`config.mk`:
```
export PLATFORM = sky130hd
export DESIGN_NAME = sorted_top_k_score_buffer_top
export DESIGN_NICKNAME = d
export VERILOG_FILES = /design/src/sv/stk_pkg.sv /design/src/sv/sorted_top_k_score_buffer_top.sv
export SDC_FILE = /design/constraint.sdc
export NUM_CORES = 2
export LEC_CHECK = 0
export BUFFER_PORTS_ARGS = -buffer_cell sky130_fd_sc_hd__buf_2
export CORE_MARGIN = 1
export CORE_UTILIZATION = 44
export CTS_BUF_LIST = sky130_fd_sc_hd__clkbuf_16
export DETAILED_ROUTE_END_ITERATION = 10
export PLACE_DENSITY_LB_ADDON = 0.15
export SYNTH_ARGS = -nofsm -noshare
export SYNTH_HDL_FRONTEND = slang
export SYNTH_SLANG_ARGS = --single-unit
```
`constraint.sdc`:
```
create_clock -name clk -period 16 [get_ports clk]
set_clock_uncertainty 0.15 [all_clocks]
set_input_delay 0.8 -clock clk [delete_from_list [all_inputs] [get_ports clk]]
set_output_delay 0.8 -clock clk [all_outputs]
set_load 0.02 [all_outputs]
```
`src/sv/stk_pkg.sv`:
```
// Shared types and command codes for the sorted top-k score buffer.
`default_nettype none
package stk_pkg;

    typedef enum logic [2:0] {
        CMD_CLEAR  = 3'd0,
        CMD_INSERT = 3'd1,
        CMD_DELETE = 3'd2,
        CMD_READ   = 3'd3,
        CMD_LOOKUP = 3'd4
    } cmd_t;

    typedef enum logic [2:0] {
        ST_IDLE,
        ST_SCAN,
        ST_SHIFT,
        ST_FETCH,
        ST_FINISH,
        ST_PRES,
        ST_OUT
    } state_t;

    localparam int unsigned IN_BITS  = 3 + 32 + 32 + 64 + 4;
    localparam int unsigned IN_BYTES = (IN_BITS + 7) / 8;
    localparam int unsigned OUT_BITS = 3 + 32 + 32 + 64 + 32;
    localparam int unsigned OUT_BYTES = (OUT_BITS + 7) / 8;

endpackage
`default_nettype wire

```
`src/sv/sorted_top_k_score_buffer_top.sv`:
```
// Top level of the sorted top-k score buffer: control sequencer and entry memories.
//
//  Channel  | Direction | Contents
//  s_axis   | in        | tdata = cmd, key_id, new_score, new_payload, rank
//  m_axis   | out       | tdata = status, found, present, out_id, out_score,
//           |           |         out_payload, min_score
//
// An insert or delete first searches the ranks in order, each rank step being a rank read,
// a slot read and a compare; when the search stops on a rank, the rank list is shifted
// with a read and a write per moved rank. Every command ends with a presence scan over
// the slots and a read of the last rank's score. After reset the rank and slot memories
// are initialized before the first beat is taken. The result sits in an output register;
// a stalled m_axis holds the sequencer in its output state, and s_axis is ready only when
// idle.
`default_nettype none
module sorted_top_k_score_buffer_top #(
    parameter int unsigned ENTRIES = 16
) (
    input  wire  logic                                clk,
    input  wire  logic                                rst_n,
    input  wire  logic                                s_axis_tvalid,
    output logic                                      s_axis_tready,
    // cmd[2:0], key_id[34:3], new_score[66:35], new_payload[130:67], rank[134:131]
    input  wire  logic [stk_pkg::IN_BYTES*8-1:0]      s_axis_tdata,
    output logic                                      m_axis_tvalid,
    input  wire  logic                                m_axis_tready,
    // status[0], found[1], present[2], out_id[34:3], out_score[66:35],
    // out_payload[130:67], min_score[162:131]
    output logic [stk_pkg::OUT_BYTES*8-1:0]           m_axis_tdata
);
    localparam int unsigned AW = (ENTRIES > 1) ? $clog2(ENTRIES) : 1;
    localparam int unsigned CW = AW + 1;
    localparam logic [CW-1:0] LAST = CW'(ENTRIES - 1);
    localparam logic [CW-1:0] CNT  = CW'(ENTRIES);

    // Slot memory holds id, score and payload; rank memory holds slot numbers.
    logic [127:0]  slot_mem [ENTRIES];
    logic [AW-1:0] rank_mem [ENTRIES];

    logic          init_reg;
    logic [CW-1:0] init_cnt_reg;

    stk_pkg::state_t state_reg, state_next;
    logic [2:0]      cmd_reg;
    logic [31:0]     key_reg, score_reg;
    logic [63:0]     pay_reg;
    logic [3:0]      rnk_reg;
    logic [CW-1:0]   idx_reg, idx_next;     // address being presented
    logic [CW-1:0]   hit_reg, hit_next;     // rank where the search stopped
    logic            hitv_reg, hitv_next;
    logic            pv_reg;                // a read was issued last cycle
    logic [CW-1:0]   pidx_reg;              // which index that read was
    logic [AW-1:0]   carry_reg, carry_next; // slot number of the rank under compare
    logic [AW-1:0]   victim_reg, victim_next;
    logic            status_reg, status_next, found_reg, found_next;
    logic            present_reg, present_next;
    logic [127:0]    ent_reg, ent_next;
    logic [31:0]     min_reg, min_next;
    logic            phase_reg, phase_next; // second pass of a scan

    logic [127:0]  slot_rd_reg;
    logic [AW-1:0] rank_rd_reg;
    logic [AW-1:0] slot_raddr, slot_waddr, rank_raddr, rank_waddr;
    logic [127:0]  slot_wdata;
    logic [AW-1:0] rank_wdata;
    logic          slot_we, rank_we, rd_en;

    logic [AW-1:0] idx_a;
    assign idx_a = idx_reg[AW-1:0];

    always_ff @(posedge clk)
    begin
        if (slot_we)
        begin
            slot_mem[slot_waddr] <= slot_wdata;
        end
        if (rank_we)
        begin
            rank_mem[rank_waddr] <= rank_wdata;
        end
        slot_rd_reg <= slot_mem[slot_raddr];
        rank_rd_reg <= rank_mem[rank_raddr];
    end

    assign s_axis_tready = init_reg && (state_reg == stk_pkg::ST_IDLE);
    logic accept;
    assign accept = s_axis_tvalid && s_axis_tready;

    // Slot number of the rank read that came back this cycle.
    logic [AW-1:0] rslot;
    assign rslot = rank_rd_reg;

    // Pass structure:
    //  SCAN: walk ranks, read rank_mem (idx) in phase 0, then the slot it names in phase 1.
    //  Each rank step is a rank read, a slot read and a compare.
    always_comb
    begin
        state_next   = state_reg;
        idx_next     = idx_reg;
        hit_next     = hit_reg;
        hitv_next    = hitv_reg;
        carry_next   = carry_reg;
        victim_next  = victim_reg;
        status_next  = status_reg;
        found_next   = found_reg;
        present_next = present_reg;
        ent_next     = ent_reg;
        min_next     = min_reg;
        phase_next   = phase_reg;
        slot_raddr   = idx_a;
        rank_raddr   = idx_a;
        slot_we      = !init_reg;
        slot_waddr   = init_cnt_reg[AW-1:0];
        slot_wdata   = '0;
        rank_we      = !init_reg;
        rank_waddr   = init_cnt_reg[AW-1:0];
        rank_wdata   = init_cnt_reg[AW-1:0];
        rd_en        = 1'b0;
        case (state_reg)
            stk_pkg::ST_IDLE:
            begin
                if (accept)
                begin
                    idx_next     = '0;
                    hitv_next    = 1'b0;
                    status_next  = 1'b0;
                    found_next   = 1'b0;
                    present_next = 1'b0;
                    ent_next     = '0;
                    phase_next   = 1'b0;
                    state_next   = stk_pkg::ST_SCAN;
                end
            end
            stk_pkg::ST_SCAN:
            begin
                // phase 0: rank read at idx issued; phase 1: slot read issued.
                if (cmd_reg == stk_pkg::CMD_CLEAR)
                begin
                    slot_we    = 1'b1;
                    slot_waddr = idx_a;
                    slot_wdata = '0;
                    if (idx_reg == LAST)
                    begin
                        idx_next   = '0;
                        state_next = stk_pkg::ST_PRES;
                    end
                    else
                    begin
                        idx_next = idx_reg + 1'b1;
                    end
                end
                else if (cmd_reg == stk_pkg::CMD_LOOKUP)
                begin
                    // slot order: read slot idx, examine it in the next cycle
                    rd_en = 1'b1;
                    if (pv_reg && !found_reg && slot_rd_reg[31:0] == key_reg)
                    begin
                        found_next = 1'b1;
                        ent_next   = slot_rd_reg;
                    end
                    if (idx_reg == CNT)
                    begin
                        idx_next   = '0;
                        rd_en      = 1'b0;
                        state_next = stk_pkg::ST_PRES;
                    end
                    else
                    begin
                        idx_next = idx_reg + 1'b1;
                    end
                end
                else if (cmd_reg == stk_pkg::CMD_READ)
                begin
                    if (!phase_reg)
                    begin
                        rank_raddr = AW'(rnk_reg);
                        phase_next = 1'b1;
                    end
                    else
                    begin
                        slot_raddr = rslot;
                        phase_next = 1'b0;
                        state_next = stk_pkg::ST_FETCH;
                    end
                end
                else if (cmd_reg == stk_pkg::CMD_INSERT || cmd_reg == stk_pkg::CMD_DELETE)
                begin
                    // per rank: rank read, slot read, compare
                    if (!phase_reg)
                    begin
                        if (idx_reg == CNT || hitv_reg)
                        begin
                            state_next = stk_pkg::ST_SHIFT;
                            phase_next = 1'b0;
                            if (!hitv_reg)
                            begin
                                status_next = (cmd_reg == stk_pkg::CMD_INSERT);
                                state_next  = stk_pkg::ST_PRES;
                                idx_next    = '0;
                            end
                            else if (cmd_reg == stk_pkg::CMD_INSERT)
                            begin
                                // fetch victim from last rank first
                                idx_next = LAST;
                            end
                            else
                            begin
                                idx_next = hit_reg;
                            end
                        end
                        else
                        begin
                            phase_next = 1'b1;
                        end
                    end
                    else
                    begin
                        phase_next = 1'b0;
                        state_next = stk_pkg::ST_FETCH;
                        slot_raddr = rslot;
                        carry_next = rslot;
                    end
                end
                else
                begin
                    idx_next   = '0;
                    state_next = stk_pkg::ST_PRES;
                end
            end
            stk_pkg::ST_FETCH:
            begin
                if (cmd_reg == stk_pkg::CMD_READ)
                begin
                    slot_raddr = rslot;
                    if (!phase_reg)
                    begin
                        ent_next   = slot_rd_reg;
                        idx_next   = '0;
                        state_next = stk_pkg::ST_PRES;
                        // A rank beyond the last entry reads as an empty entry.
                        if (32'(rnk_reg) >= ENTRIES)
                        begin
                            ent_next = '0;
                        end
                    end
                    phase_next = 1'b0;
                end
                else
                begin
                    // slot data of rank idx is arriving now
                    if ((cmd_reg == stk_pkg::CMD_INSERT && score_reg > slot_rd_reg[63:32])
                        || (cmd_reg == stk_pkg::CMD_DELETE && slot_rd_reg[31:0] == key_reg))
                    begin
                        hitv_next   = 1'b1;
                        hit_next    = idx_reg;
                        victim_next = carry_reg;
                    end
                    else
                    begin
                        idx_next = idx_reg + 1'b1;
                    end
                    state_next = stk_pkg::ST_SCAN;
                end
            end
            stk_pkg::ST_SHIFT:
            begin
                // Insert: read rank[idx-1], write it to rank[idx], going down to hit.
                // Delete: read rank[idx+1], write to rank[idx], going up to LAST.
                if (!phase_reg)
                begin
                    if (cmd_reg == stk_pkg::CMD_INSERT)
                    begin
                        if (idx_reg == LAST && !pv_reg)
                        begin
                            rank_raddr = idx_a;
                            rd_en      = 1'b1;
                            phase_next = 1'b0;
                            state_next = stk_pkg::ST_SHIFT;
                            carry_next = '0;
                        end
                        if (pv_reg && pidx_reg == LAST && idx_reg == LAST)
                        begin
                            victim_next = rank_rd_reg;
                        end
                        if (idx_reg == hit_reg && (pv_reg || idx_reg != LAST))
                        begin
                            state_next = stk_pkg::ST_FINISH;
                        end
                        else if (pv_reg || idx_reg != LAST)
                        begin
                            rank_raddr = AW'(idx_reg - 1'b1);
                            phase_next = 1'b1;
                        end
                    end
                    else
                    begin
                        if (idx_reg == LAST)
                        begin
                            state_next = stk_pkg::ST_FINISH;
                        end
                        else
                        begin
                            rank_raddr = AW'(idx_reg + 1'b1);
                            phase_next = 1'b1;
                        end
                    end
                end
                else
                begin
                    rank_we    = 1'b1;
                    rank_waddr = idx_a;
                    rank_wdata = rank_rd_reg;
                    phase_next = 1'b0;
                    idx_next   = (cmd_reg == stk_pkg::CMD_INSERT) ? idx_reg - 1'b1
                                                                  : idx_reg + 1'b1;
                end
            end
            stk_pkg::ST_FINISH:
            begin
                rank_we    = 1'b1;
                rank_waddr = idx_a;
                rank_wdata = victim_reg;
                slot_we    = 1'b1;
                slot_waddr = victim_reg;
                slot_wdata = (cmd_reg == stk_pkg::CMD_INSERT)
                             ? {pay_reg, score_reg, key_reg} : '0;
                idx_next   = '0;
                state_next = stk_pkg::ST_PRES;
            end
            stk_pkg::ST_PRES:
            begin
                // slot-order presence scan, then last-rank score
                rd_en = 1'b1;
                if (pv_reg && !phase_reg && slot_rd_reg[31:0] == key_reg
                    && slot_rd_reg[63:32] != 32'd0)
                begin
                    present_next = 1'b1;
                end
                if (!phase_reg)
                begin
                    if (idx_reg == CNT)
                    begin
                        rank_raddr = LAST[AW-1:0];
                        rd_en      = 1'b0;
                        phase_next = 1'b1;
                        idx_next   = '0;
                    end
                    else
                    begin
                        idx_next = idx_reg + 1'b1;
                    end
                end
                else if (idx_reg == '0)
                begin
                    slot_raddr = rslot;
                    idx_next   = CW'(1);
                end
                else
                begin
                    min_next   = slot_rd_reg[63:32];
                    state_next = stk_pkg::ST_OUT;
                end
            end
            stk_pkg::ST_OUT:
            begin
                if (m_axis_tready)
                begin
                    state_next = stk_pkg::ST_IDLE;
                end
            end
            default:
            begin
                state_next = stk_pkg::ST_IDLE;
            end
        endcase
    end

    assign m_axis_tvalid = (state_reg == stk_pkg::ST_OUT);
    assign m_axis_tdata  = {{(stk_pkg::OUT_BYTES*8-stk_pkg::OUT_BITS){1'b0}},
                            min_reg, ent_reg[127:64], ent_reg[63:32], ent_reg[31:0],
                            present_reg, found_reg, status_reg};

    always_ff @(posedge clk or negedge rst_n)
    begin
        if (!rst_n)
        begin
            init_reg     <= 1'b0;
            init_cnt_reg <= '0;
            state_reg    <= stk_pkg::ST_IDLE;
            pv_reg       <= 1'b0;
            phase_reg    <= 1'b0;
        end
        else
        begin
            if (!init_reg)
            begin
                init_cnt_reg <= init_cnt_reg + 1'b1;
                if (init_cnt_reg == LAST)
                begin
                    init_reg <= 1'b1;
                end
            end
            state_reg <= state_next;
            pv_reg    <= rd_en;
            phase_reg <= phase_next;
        end
    end

    always_ff @(posedge clk)
    begin
        if (accept)
        begin
            cmd_reg   <= s_axis_tdata[2:0];
            key_reg   <= s_axis_tdata[34:3];
            score_reg <= s_axis_tdata[66:35];
            pay_reg   <= s_axis_tdata[130:67];
            rnk_reg   <= s_axis_tdata[134:131];
        end
        pidx_reg    <= idx_reg;
        idx_reg     <= idx_next;
        hit_reg     <= hit_next;
        hitv_reg    <= hitv_next;
        carry_reg   <= carry_next;
        victim_reg  <= victim_next;
        status_reg  <= status_next;
        found_reg   <= found_next;
        present_reg <= present_next;
        ent_reg     <= ent_next;
        min_reg     <= min_next;
    end

`ifndef SYNTHESIS
    ap_no_ready_busy: assert property (@(posedge clk) disable iff (!rst_n)
        (state_reg != stk_pkg::ST_IDLE) |-> !s_axis_tready)
        else $error("input ready while busy");
    ap_out_holds: assert property (@(posedge clk) disable iff (!rst_n)
        (m_axis_tvalid && !m_axis_tready) |=> m_axis_tvalid)
        else $error("result dropped under stall");
    ap_no_write_idle: assert property (@(posedge clk) disable iff (!rst_n)
        (state_reg == stk_pkg::ST_IDLE && init_reg) |-> !slot_we)
        else $error("slot write while idle");
`endif

endmodule
`default_nettype wire

```
# Word level (Yosys, flattened, before mapping)

Memories as Yosys holds them, arrays and structs flattened. A register that Yosys moved wholly into a read port is not among the register bits.
Cells that the tools add are included.

Flip-flop bits (word level): 333
Latch bits: 0
RAM bits: 2112
Bits in read-only memories: 0
Input port bits: 140
Output and inout port bits: 170
Word-level logic and storage cells: 272
Memories kept: 2

Memory list:

| memory   | words | width | read ports | clocked after Yosys merged registers in | write ports | RTL line                            | text |
|---|---|---|---|---|---|---|---|
| slot_mem | 16    | 128   | 1          | 1                                       | 1           | sorted_top_k_score_buffer_top.sv:37 | `logic [127:0] slot_mem [ENTRIES];` |
| rank_mem | 16    | 4     | 1          | 1                                       | 1           | sorted_top_k_score_buffer_top.sv:38 | `logic [AW-1:0] rank_mem [ENTRIES];` |

Add/sub/neg operators: 3
Multipliers: 0
Div/mod/pow operators: 0
$lt $le $gt $ge: 1
Equal/unequal tests: 54
Shifts and indexed selects: 0
Multiplexer cells: 144
Bitwise logic cells: 2
Reductions and logical operators: 45

Operators by type and width:

| operator                                                         | number |
|---|---|
| 128-bit two-way mux                                              | 8 |
| 128-bit case mux with 3 select lines                             | 1 |
| 4-bit two-way mux                                                | 35 |
| 5-bit two-way mux                                                | 18 |
| 3-bit two-way mux                                                | 21 |
| 2-bit inequality test (second input constant)                    | 23 |
| 1-bit two-way mux                                                | 44 |
| 4-bit case mux with 2 select lines                               | 5 |
| 32-bit == test                                                   | 1 |
| 32-bit > comparator                                              | 1 |
| 32-bit nonzero test                                              | 1 |
| 5-bit case mux with 6 select lines                               | 1 |
| 9-bit AND reduction                                              | 3 |
| 4-bit case mux with 3 select lines                               | 2 |
| 3-bit case mux with 7 select lines                               | 1 |
| 3-bit inequality test (second input constant)                    | 6 |
| 5-bit by 4-bit == test with 1-bit output (second input constant) | 3 |
| 5-bit inequality test (second input constant)                    | 3 |
| 1-bit logical AND                                                | 13 |
| 3-bit by 2-bit == test with 1-bit output (second input constant) | 4 |
| 3-bit == test (second input constant)                            | 4 |
| 4-bit inequality test (second input constant)                    | 3 |
| 1-bit case mux with 2 select lines                               | 6 |
| 12-bit AND reduction                                             | 1 |
| other kinds (24)                                                 | 41 |

# Logic depth before layout (Yosys ltp)

Depth after elaboration: 10
Depth in mapped cells: 16
Depth with buffers taken out: 13

# Least setup slack after synthesis

Ideal clock, no wire load.

Kind: flip-flop to flip-flop
Start point: register state_reg[1]
End point: memory slot_mem[0][0] (enable)
Library setup time: 0.617 ns
Arrival time: 7.534 ns
Required time: 15.233 ns
Path slack: 7.699 ns
Stages on the path, launching flop included: 7
Buffers on the path: 0
Clock period less this slack: 8.301 ns
Cells stage by stage: dfrtp_1 > or4b_4 > nor3_1 > nor2_1 > a221o_1 > or2_2 > nor2_1

Cells in the longest elaborated chain, start to end: 4
Elaborated cells between the ends (all ways): 6
Classes of those cells: eq/ne: 2; mux: 4

RTL lines:

| what                                                                      | RTL line                             | text |
|---|---|---|
| from (decl)                                                               | sorted_top_k_score_buffer_top.sv:43  | `stk_pkg::state_t state_reg, state_next;` |
| from (signal assigned)                                                    | sorted_top_k_score_buffer_top.sv:389 | `state_reg <= stk_pkg::ST_IDLE;` |
| from (signal assigned)                                                    | sorted_top_k_score_buffer_top.sv:403 | `state_reg <= state_next;` |
| 3-bit == test or 3-bit by 1-bit == test with 1-bit output (tied branches) | sorted_top_k_score_buffer_top.sv:119 | `case (state_reg)` |
| 1-bit case mux with 2 select lines                                        | sorted_top_k_score_buffer_top.sv:119 |  |
| 1-bit two-way mux                                                         | sorted_top_k_score_buffer_top.sv:73  | `if (slot_we)` |
| 1-bit two-way mux (implied by the code)                                   | sorted_top_k_score_buffer_top.sv:75  | `slot_mem[slot_waddr] <= slot_wdata;` |
| to (decl)                                                                 | sorted_top_k_score_buffer_top.sv:37  |  |

Several ways; a longest one is shown, not always the timed one.

# Final worst setup path

Start point: register idx_reg[1]
End point: register slot_rd_reg[69] (read register of slot_mem)

Cells in the longest elaborated chain, start to end: 6
Elaborated cells between the ends (all ways): 10
Classes of those cells: mux: 9; reduce/logical: 1

RTL lines:

| what                                   | RTL line                                                                   | text |
|---|---|---|
| from (decl)                            | sorted_top_k_score_buffer_top.sv:48                                        | `logic [CW-1:0] idx_reg, idx_next;` |
| from (signal assigned)                 | sorted_top_k_score_buffer_top.sv:420                                       | `idx_reg <= idx_next;` |
| 4-bit two-way mux                      | sorted_top_k_score_buffer_top.sv:174, sorted_top_k_score_buffer_top.sv:189 |  |
| 4-bit two-way mux                      | sorted_top_k_score_buffer_top.sv:186                                       | `else if (cmd_reg == stk_pkg::CMD_INSERT \|\| cmd_reg == stk_pkg::CMD_DELETE)` |
| 4-bit two-way mux                      | sorted_top_k_score_buffer_top.sv:172                                       | `else if (cmd_reg == stk_pkg::CMD_READ)` |
| 4-bit two-way mux                      | sorted_top_k_score_buffer_top.sv:152                                       | `else if (cmd_reg == stk_pkg::CMD_LOOKUP)` |
| 4-bit two-way mux                      | sorted_top_k_score_buffer_top.sv:137                                       | `if (cmd_reg == stk_pkg::CMD_CLEAR)` |
| 4-bit case mux with 3 select lines (*) | sorted_top_k_score_buffer_top.sv:119                                       |  |
| to (decl)                              | sorted_top_k_score_buffer_top.sv:61                                        | `logic [127:0] slot_rd_reg;` |

Every way passes the cells marked *; elsewhere a longest branch is shown, timed or not.
A chain may end at the register's enable or synchronous reset.

==> results.ini <==
[finish]
final_util_pct = 51.1
design_area_mm2 = 0.112
largest_reg_flops = 2048
syn2layout_area_growth_pct = 15.2
final_layout_size_suffix_gt1_share_pct = 22.3
nNetsFinal = 5622

[pwr]
swShare_pct = 31.4
power_switching_uw = 6240
peakVddDrop_uv = 149
power_density_mw_per_mm2 = 177
internal_power_uw = 13600
pwr-share-comb_pct = 26.1
p_seq_share_pct = 43.0
leakagePower_uw = 0.0342
pwr-share-clk_pct = 30.9

[placed_design]
placedInstanceArea_mm2 = 0.102
port-buffer-count = 303
dpl.hpwl_um = 131000
place_congestion = 0.819

[detailed_routing]
first_pass_iters = 6
drc = 0
first_iter_violations = 5083
wl_um = 255000
antenna_left = 0
via_count = 49395
wire_per_inst_um = 29.6
drt-vias-per-instance = 5.73

[floorplanning]
die_height_um = 473
core_area_mm2 = 0.220
die_w_um = 473
pin_count = 310
start_util_pct = 44.3
fp.dieArea_mm2 = 0.224
fp-row-count = 172

[timing]
clock.fmax_mhz = 141
final.setup.tns_ns = 0
fin_crit_sh_pct = 44.4
fin_crit_ns = 7.11
slew_headroom_pct = 17.3
rsz0062_at_grt = false
hold_violations = 0
setup_viol_count_final = 0
tightest_slew_ns = 1.24
maxSlewViolCount = 0

[yosys]
synthTopCellsByArea = edfxtp_1 75%, mux4_2 9.6%, dfxtp_1 2.8%
netlist_instances = 4872
yosysMostFrequentCell = edfxtp_1
synth_flop_cell = edfxtp_1
ys_seq_elements = 2577
synth_top_area_share_pct = 74.7
syn_avg_cell_area_um2 = 20.0
syn_area_mm2 = 0.0976
synth_top_cell_by_area = edfxtp_1
synth_edf_count = 2429
ys_warn_count = 0
synthTopCellsByCount = 2429 x edfxtp_1, 418 x mux4_2, 228 x nand2_1
ys_async_sr_fraction_pct = 0.427
yosysSeqAreaShare_pct = 77.8
synth_cell_types = 78

[cts]
clockBufferDepth = 4
htree_levels = 5
root_buffer = clkbuf_16
clkSlewWorstSetupHoldPaths_ns = 0.06
clk_latency_ns = 0.94
cts_buffers = 289
cts_sinks = 2577
cts_resized = 0
cts_tree = done

[global_route]
grt_usage_pct = 22.7
grt_overflow_total = 0
grt_pass1_wl_um = 363000
grt_max_degree = 119
grt_pass1_vias = 50335
grt_antenna_before_repair = 18

[setup_path]
required_ns = 16.61
crit_path_end_kind = register
start_kind = register
crit_type = register to register
crit_arrival_ns = 7.72
r2r_setup_slack_ns = 8.89
crit_fanout = 44

[run_status]
status = complete, no violations

[hold_path]
min_path_type = input pin to register

[run]
maxCapViolCount = 0

## power by group through the flow
stage	sequential [uW]	combinational, uW	clock, uW
4_1_cts	8550	5290	6260
3_5_place_dp	8690	5240	0
6_report	8540	5200	6140
3_3_place_gp	8670	5230	0
5_1_grt	8600	5600	6500
2_1_floorplan	8620	3600	0
## worst paths after layout
kind | startpoint | to | depth (start not counted)
max in group asynchronous | rst_n | init_cnt_reg[2]$_DFFE_PN0N_ | 2
min reg2reg | slot_rd_reg[100]$_DFF_P_ | ent_reg[100]$_SDFFCE_PN0P_ | 1
max reg2reg | idx_reg[1]$_DFFE_PP_ | slot_rd_reg[69]$_DFF_P_ | 12
min | s_axis_tdata[14] | key_reg[11]$_DFFE_PP_ | 1
max | idx_reg[1]$_DFFE_PP_ | slot_rd_reg[69]$_DFF_P_ | 12
min in group asynchronous | rst_n | state_reg[0]$_DFFE_PN0P_ | 2
## critical path: stages, from the launching register on
cell      delay, ns
edfxtp_1       0.79
inv_1          0.24
ha_1           0.35
or4b_4         0.29
o22ai_2        0.09
a21boi_2       0.81
mux2i_4        0.82
buf_4          0.78
buf_4          0.72
buf_4          0.81
mux4_2         0.59
a22oi_1        0.22
nand2_1        0.13
## cell usage in the layout, fill, tap and decap left out, types with 133 or more instances in the layout
cell | synthesis | final
clkbuf_16 | 0 | 295
dlygate4sd3_1 | 0 | 134
mux4_2 | 418 | 418
mux2i_1 | 193 | 192
dfxtp_1 | 137 | 137
and2_1 | 139 | 139
and3_1 | 134 | 133
edfxtp_1 | 2429 | 2429
buf_2 | 73 | 303
a22oi_1 | 178 | 178
nand2_1 | 228 | 226
## routing by layer
metal	vias to the layer above	GRT usage [%]	share of wire (%)
li1	21056	-	-
met1	26250	31.8	43
met2	1649	36.5	48
met3	434	3.68	5.9
met4	6	7.01	2.9
met5	-	0	0.018
## logic make-up (layout without fill, tap and decap cells)
kind of cell	after synthesis	after routing	share of synthesized area, %
flip-flops	2577	2577	77.8
AND/OR/NAND/NOR	750	750	3.92
multiplexers	621	621	11.8
AO/OA/AOI/OAI	526	526	3.88
buffers and inverters	315	1091	1.75
XOR/XNOR	43	43	0.386
adder cells (fa/ha/maj)	39	39	0.500
other	1	9	0.00384
## what timing repair did
item,CTS,global route
endpoints found under the hold margin,144,0
hold buffers,134,0
buffers inserted,0,0
## through the flow
step	total power, uW	hold WS [ns]	setup WS, ns	std cells
after CTS	20100	0.00875	8.77	8610
after global placement	13900	0.319	8.77	7976
after global routing	20700	0.00914	8.42	8611
after detailed placement	13900	0.344	8.76	7976
final	19900	0.0434	8.89	8614
after floorplan	12200	0.238	7.70	4876
## final cells by class
| cell class | instances | area (um^2) |
|---|---|---|
| sequential | 2577 | 76000 |
| clock inverter | 205 | 1290 |
| clock buffer | 295 | 7380 |
| multi-input combinational | 1984 | 20200 |
| tap | 2958 | 3700 |
| timing repair buffer | 544 | 3720 |
| inverter | 47 | 184 |
| fill | 17683 | 108000 |
| antenna | 4 | 10.0 |
Power figures use the tool's default switching activity.
